<file path="config.mk">
export PLATFORM = sky130hd
export DESIGN_NAME = fifo_queue_with_remove_by_value_top
export DESIGN_NICKNAME = d
export VERILOG_FILES = /design/src/rtl/fqrv_pkg.sv /design/src/rtl/fqrv_cell.sv /design/src/rtl/fifo_queue_with_remove_by_value_top.sv
export SDC_FILE = /design/constraint.sdc
export NUM_CORES = 1
export LEC_CHECK = 0
export BUFFER_PORTS_ARGS = -buffer_cell sky130_fd_sc_hd__buf_4
export CORE_ASPECT_RATIO = 1.1
export CORE_UTILIZATION = 48
export DETAILED_ROUTE_END_ITERATION = 16
export SETUP_SLACK_MARGIN = 0.2
export SLEW_MARGIN = 20
export SYNTH_ARGS = -nofsm -noshare
export SYNTH_HDL_FRONTEND = slang
export SYNTH_SLANG_ARGS = --single-unit
</file>
<file path="constraint.sdc">
create_clock -name clk -period 8.7 [get_ports clk]
set_input_delay 1.74 -clock clk [delete_from_list [all_inputs] [get_ports clk]]
set_output_delay 1.74 -clock clk [all_outputs]
set_load 0.02 [all_outputs]
</file>
<file path="src/rtl/fqrv_pkg.sv">
// shared types, codes and defaults for the queue with remove by value
`default_nettype none

package fqrv_pkg;

	// default number of entries
	localparam int DEPTH_DEF = 16;

	// operation codes carried in the request
	localparam logic [1:0] OP_PUSH   = 2'd0;
	localparam logic [1:0] OP_POP    = 2'd1;
	localparam logic [1:0] OP_REMOVE = 2'd2;

	// result status codes
	typedef enum logic [1:0] {
		ST_OK      = 2'd0,
		ST_FULL    = 2'd1,
		ST_EMPTY   = 2'd2,
		ST_NOMATCH = 2'd3
	} status_t;

	// one request
	typedef struct packed {
		logic [1:0]         func;
		logic signed [31:0] value;
	} req_t;

	// one result
	typedef struct packed {
		logic signed [31:0] popped_value;
		status_t            status;
		logic [4:0]         fill_level;
	} rsp_t;

	// controls broadcast to every cell
	typedef struct packed {
		logic               load;   // register match flags against key
		logic [31:0]        key;
		logic               push;   // write data into first free cell
		logic               pop;    // every cell takes its tail neighbor
		logic               rem;    // cells at or after the match take their neighbor
		logic signed [31:0] data;
	} ctl_t;

endpackage

`default_nettype wire

</file>
<file path="src/rtl/fqrv_cell.sv">
// one queue cell: an entry, its occupied flag and its match flag
`default_nettype none

module fqrv_cell (
	input  wire logic               clk,
	input  wire logic               arst_n,
	input  wire fqrv_pkg::ctl_t     ctl,
	input  wire logic               prev_occ,
	input  wire logic               hit_in,
	input  wire logic signed [31:0] next_value,
	input  wire logic               next_occ,
	output logic signed [31:0]      value,
	output logic                    occ,
	output logic                    hit_out
);

	logic signed [31:0] value_q;
	logic               occ_q;
	logic               match_q;
	logic               take_next;
	logic               take_push;

	// a match here or anywhere toward the head moves this cell
	assign hit_out   = hit_in | match_q;
	assign take_next = ctl.pop | (ctl.rem & hit_out);
	assign take_push = ctl.push & ~occ_q & prev_occ;

	// occupancy and match flags
	always_ff @(posedge clk or negedge arst_n) begin
		if (!arst_n) begin
			occ_q   <= 1'b0;
			match_q <= 1'b0;
		end else begin
			if (ctl.load)
				match_q <= occ_q & (value_q == $signed(ctl.key));
			if (take_next)
				occ_q <= next_occ;
			else if (take_push)
				occ_q <= 1'b1;
		end
	end

	// entry payload
	always_ff @(posedge clk) begin
		if (take_next)
			value_q <= next_value;
		else if (take_push)
			value_q <= ctl.data;
	end

	assign value = value_q;
	assign occ   = occ_q;

endmodule

`default_nettype wire

</file>
<file path="src/rtl/fifo_queue_with_remove_by_value_top.sv">
// top level: bounded queue of signed words with push, pop and remove by value
`default_nettype none

// Bounded FIFO of DEPTH signed 32-bit entries built as a row of cells, the head
// in cell 0. A request runs in steps: in the first every cell compares the
// search value with its entry and registers a match flag; in the second a match
// flag ripples toward the tail and the cells shift, load or hold at once. A new
// request is accepted when that second step is free and the result register is
// empty or being read, so no request is taken while the last one is in its second
// step, whatever DEPTH. A push into a full queue is dropped (status full), a pop
// of an empty queue returns -1 (status empty), and a remove with no match changes
// nothing (status no match). Every result reports the fill level after the
// request. Entries need no clearing after reset; only occupied cells are read.
module fifo_queue_with_remove_by_value_top #(
	parameter int DEPTH = fqrv_pkg::DEPTH_DEF
) (
	input  wire logic           clk,
	input  wire logic           arst_n,
	input  wire logic           in_valid,
	output logic                in_ready,
	input  wire fqrv_pkg::req_t in_data,
	output logic                out_valid,
	input  wire logic           out_ready,
	output fqrv_pkg::rsp_t      out_data
);

	localparam int CW = $clog2(DEPTH + 1);

	logic               accept;
	logic               valid_s1;
	logic [1:0]         func_s1;
	logic signed [31:0] value_s1;
	logic [CW-1:0]      count_q;
	logic [CW-1:0]      count_next;
	logic               out_valid_q;
	fqrv_pkg::rsp_t     out_q;
	fqrv_pkg::rsp_t     rsp;
	fqrv_pkg::ctl_t     ctl;
	logic               full;
	logic               empty;
	logic               found;

	logic signed [31:0] value_w [0:DEPTH];
	logic [DEPTH:0]     occ_w;
	logic [DEPTH:0]     hit_w;
	logic [DEPTH-1:0]   prev_w;

	// handshake
	assign in_ready = ~valid_s1 & (~out_valid_q | out_ready);
	assign accept   = in_valid & in_ready;

	// request stage
	always_ff @(posedge clk or negedge arst_n) begin
		if (!arst_n) begin
			valid_s1 <= 1'b0;
		end else begin
			valid_s1 <= accept;
		end
	end

	always_ff @(posedge clk) begin
		if (accept) begin
			func_s1  <= in_data.func;
			value_s1 <= in_data.value;
		end
	end

	assign full  = (count_q == CW'(DEPTH));
	assign empty = (count_q == '0);
	assign found = hit_w[DEPTH];

	// cell controls
	always_comb begin
		ctl.load = accept;
		ctl.key  = in_data.value;
		ctl.data = value_s1;
		ctl.push = valid_s1 & (func_s1 == fqrv_pkg::OP_PUSH) & ~full;
		ctl.pop  = valid_s1 & (func_s1 == fqrv_pkg::OP_POP) & ~empty;
		ctl.rem  = valid_s1 & (func_s1 == fqrv_pkg::OP_REMOVE);
	end

	// chain ends
	assign value_w[DEPTH] = '0;
	assign occ_w[DEPTH]   = 1'b0;
	assign hit_w[0]       = 1'b0;

	// row of cells
	for (genvar i = 0; i < DEPTH; i++) begin : g_cell
		if (i == 0) begin : g_head
			assign prev_w[i] = 1'b1;
		end else begin : g_body
			assign prev_w[i] = occ_w[i-1];
		end

		fqrv_cell u_cell (
			.clk        (clk),
			.arst_n     (arst_n),
			.ctl        (ctl),
			.prev_occ   (prev_w[i]),
			.hit_in     (hit_w[i]),
			.next_value (value_w[i+1]),
			.next_occ   (occ_w[i+1]),
			.value      (value_w[i]),
			.occ        (occ_w[i]),
			.hit_out    (hit_w[i+1])
		);
	end

	// result and new fill count
	always_comb begin
		rsp.popped_value = '0;
		rsp.status       = fqrv_pkg::ST_OK;
		count_next       = count_q;
		case (func_s1)
			fqrv_pkg::OP_PUSH: begin
				if (full)
					rsp.status = fqrv_pkg::ST_FULL;
				else
					count_next = count_q + CW'(1);
			end
			fqrv_pkg::OP_POP: begin
				if (empty) begin
					rsp.status       = fqrv_pkg::ST_EMPTY;
					rsp.popped_value = -32'sd1;
				end else begin
					rsp.popped_value = value_w[0];
					count_next       = count_q - CW'(1);
				end
			end
			fqrv_pkg::OP_REMOVE: begin
				if (found)
					count_next = count_q - CW'(1);
				else
					rsp.status = fqrv_pkg::ST_NOMATCH;
			end
			default: begin
				rsp.status = fqrv_pkg::ST_OK;
			end
		endcase
		rsp.fill_level = 5'(count_next);
	end

	// fill count and output register
	always_ff @(posedge clk or negedge arst_n) begin
		if (!arst_n) begin
			count_q     <= '0;
			out_valid_q <= 1'b0;
		end else begin
			if (valid_s1) begin
				count_q     <= count_next;
				out_valid_q <= 1'b1;
			end else if (out_ready) begin
				out_valid_q <= 1'b0;
			end
		end
	end

	always_ff @(posedge clk) begin
		if (valid_s1)
			out_q <= rsp;
	end

	assign out_valid = out_valid_q;
	assign out_data  = out_q;

	// checks
	a_count_bound: assert property (@(posedge clk) disable iff (!arst_n)
		count_q <= CW'(DEPTH))
		else $error("fill count above depth");

	a_occ_count: assert property (@(posedge clk) disable iff (!arst_n)
		$countones(occ_w) == int'(count_q))
		else $error("occupied cells disagree with fill count");

	a_result_out: assert property (@(posedge clk) disable iff (!arst_n)
		valid_s1 |=> out_valid_q && !valid_s1)
		else $error("executed request gave no result");

	a_no_overrun: assert property (@(posedge clk) disable iff (!arst_n)
		valid_s1 |-> !out_valid_q || $past(out_ready))
		else $error("result register overrun");

endmodule

`default_nettype wire

</file>
==> results.toml <==
[synthesis]
synthTopCellsByCount = "edfxtp_1, xor2_1, mux2_2"
synth-simple-area-share_pct = 6.397
yosysSeqAreaShare_pct = 56.19
synth-xor-area-share_pct = 13.88
synth_area_leaders = "edfxtp_1, xor2_1, mux2_2, mux2_1, dfrtp_1"
synth_fa_ha_area_share_pct = 0.07716
synth.distinct_cells = 67
synthMuxAreaShare_pct = 18.22
ys_seq_elements = 624
yosys_warnings = 0
syn-num-nets = 2393
synth.top_cell.area_share_pct = 51.21
synth_top_family_by_area = "multiplexers"
async_reset_ff_share_pct = 6.250
netlist_instances = 2353
synth_area_mm2 = 0.03243
yosysMostFrequentCell = "edfxtp_1"
syn-mean-instance-area_um2 = 13.78
ys.flop_type = "edfxtp_1"
synth_top_area_cell = "edfxtp_1"
synth_edf_count = 553
synth-compound-area-share_pct = 2.431

[detailed_routing]
vias = 20620
vias_per_cell = 6.254
drc = 0
routedWlPerCell_um = 34.05
drtPass1Iterations = 5
routed_wl_um = 112300
drtIter0Drc = 2248
antenna_left = 0

[pwr]
sequentialPowerShare_pct = 49.6
swShare_pct = 28.29
irDropWorstVdd_mv = 0.1572
p_total_uw = 7877
leakage_uw = 0.01315
intPower_uw = 5648
p_clk_share_pct = 36.7
p_per_area_mw_per_mm2 = 217.5
p_switching_uw = 2228
combPwrFrac_pct = 13.7

[die]
core_area_mm2 = 0.06652
fp.dieW_um = 249.8
start_util_pct = 48.75
fp.dieH_um = 274.6
rows = 99
num_io_pins = 79
dieArea_mm2 = 0.06861

[place]
io_buffers = 78
place.gp.congestion = 0.8944
post-dp-hpwl_um = 73990

[outcome]
status = "completed"

[critical_path]
timing.rr.start = "count_q[0]$_DFFE_PN0P_"
ff2ff_path_depth = 7
crit_fanout = 3
crit_type = "primary input to output pin"
cp-start-kind = "primary input"
worstPathArrival_ns = 2.23
cp-startpoint = "out_ready"
timing.rr.end = "g_cell[4].u_cell.value[17]$_DFFE_PP_"
crit_path_end_kind = "output pin"
required_ns = 6.96
reg2reg_setup_slack_ns = 4.88

[min_path]
hold_path_class = "register to register"
hold_start = "g_cell[15].u_cell.value[6]$_SDFFE_PN0P_"
holdPathStages = 2
min_to = "g_cell[15].u_cell.value[6]$_SDFFE_PN0P_"

[cts]
htree_levels = 3
postCtsSetupBuffers = 0
root_buffer = "clkbuf_16"
cts_buffers = 70
cts_sinks = 624
cts_resized = 0
cts.path.max_buffers = 3
tritoncts = "done"
cts_hold_buf = 0
clk_pin_slew_ns = 0.05
clk-insertion-delay-late_ns = 0.62

[sta]
fin_skew_ns = 0.02455
hold_viol_final = 0
maxSlewHeadroom_pct = 16.85
hold_slack_ns = 0.5427
min_period_ns = 3.973
setup_viol = 0
drv_slew = 0
fmax_mhz = 251.7
worstMarginPinSlew_ns = 1.247
timing.final.crit_share_pct = 45.67
tns_ns = 0
rsz0062_at_grt = "false"

[grt]
track_usage_pct = 32.71
grt_pass1_vias = 20700
antenna_found_initial = 9
overflow = 0
grt_max_degree = 52
grt_first_pass_wirelength_um = 157400

[job]
cap_violations = 0

[final_layout]
layout-drive-gt1-share_pct = 26.05
areaGrowthSynthToFinish_pct = 11.66
nets = 2422
==> worst max path at each step <==
stage                                           endpoint  slack [ns]  cells after the start
floorplan           g_cell[12].u_cell.value[0]$_DFFE_PP_        2.52                      5
global route                                    in_ready        4.67                      4
finish                                          in_ready        4.73                      4
detailed placement                              in_ready        4.73                      4
global placement                                in_ready        4.71                      4
CTS                                             in_ready        4.73                      4
==> stage by stage <==
step / utilization (%) / instance area, µm² / instances / setup WS (ns)
after floorplan: - / 32430 / 2353 / 2.524
after global placement: 50.67 / 33710 / 3156 / 4.714
after detailed placement: 51.01 / 33930 / 3164 / 4.729
after CTS: 54.27 / 36100 / 3292 / 4.728
after global routing: 54.43 / 36210 / 3296 / 4.667
final: 54.44 / 36210 / 3297 / 4.727
==> state kept, by name, summed over array words and instances (netlist names) <==
register,flops
value_s1,32
out_valid,1
out_data,39
g_cell.u_cell.value,512
valid_s1,1
func_s1,2
g_cell.u_cell.occ,16
g_cell.u_cell.match_q,16
count_q,5
==> metal layers <==
layer  part of all wire [%]  vias to the layer above  track usage (%)  routed length (µm)
li1                       -                     8682                -                   -
met3                    7.3                      275            4.608                8210
met5                  0.012                        -                0                  13
met2                     47                     1081            54.02               53300
met1                     39                    10580            41.81               44270
met4                    5.8                        2            17.84                6471
==> layout make-up <==
| type | count | area (µm²) |
|---|---|---|
| fill | 5543 | 30310 |
| multi-input combinational | 1541 | 13460 |
| antenna | 1 | 2.502 |
| sequential | 624 | 18220 |
| clock buffer | 92 | 1928 |
| inverter | 13 | 51.30 |
| timing repair buffer | 132 | 1231 |
| tap | 858 | 1074 |
| clock inverter | 36 | 240.2 |
==> cells by family after synthesis <==
family	Yosys count
AOI/OAI and AO/OA	117
muxes	516
DFF	624
xor gates and xnor gates	514
and+or+nand+nor	392
buffers and inverters	188
adders and majority gates	2
==> cell usage in the layout, fill, tap and decap left out, types with 5 or more instances in the layout <==
master and n:
o21ai_2 6, o21ai_0 20, mux2i_1 36, mux2_2 321
buf_4 120, a21oi_4 6, dfrtp_1 38, nor2_1 114
nand3_1 23, buf_16 12, nand2b_1 7, mux2_4 38
clkbuf_1 16, nand4_1 35, nor3_1 19, a211oi_1 5
dfxtp_1 32, clkbuf_16 73, inv_6 5, o21ai_4 6
xor2_1 479, nand2_1 54, clkinv_1 12, mux2_1 121
o31ai_1 15, edfxtp_1 553, a21oi_1 27, xnor2_1 35
nor4_1 112, inv_1 11, clkinv_2 16
==> critical path, cell delays in order <==
cell and delay, ns:
buf_4 0.08, inv_1 0.03, a21oi_1 0.20, buf_4 0.19
==> power by group through the flow <==
stage / clock, µW / sequential, µW / combinational, µW
floorplan: 0 / 3810 / 713
global placement: 0 / 3960 / 1030
detailed placement: 0 / 3960 / 1060
CTS: 2900 / 3900 / 1070
global route: 3020 / 3920 / 1150
finish: 2890 / 3910 / 1080
No activity file was read; power rests on OpenSTA's default activity.
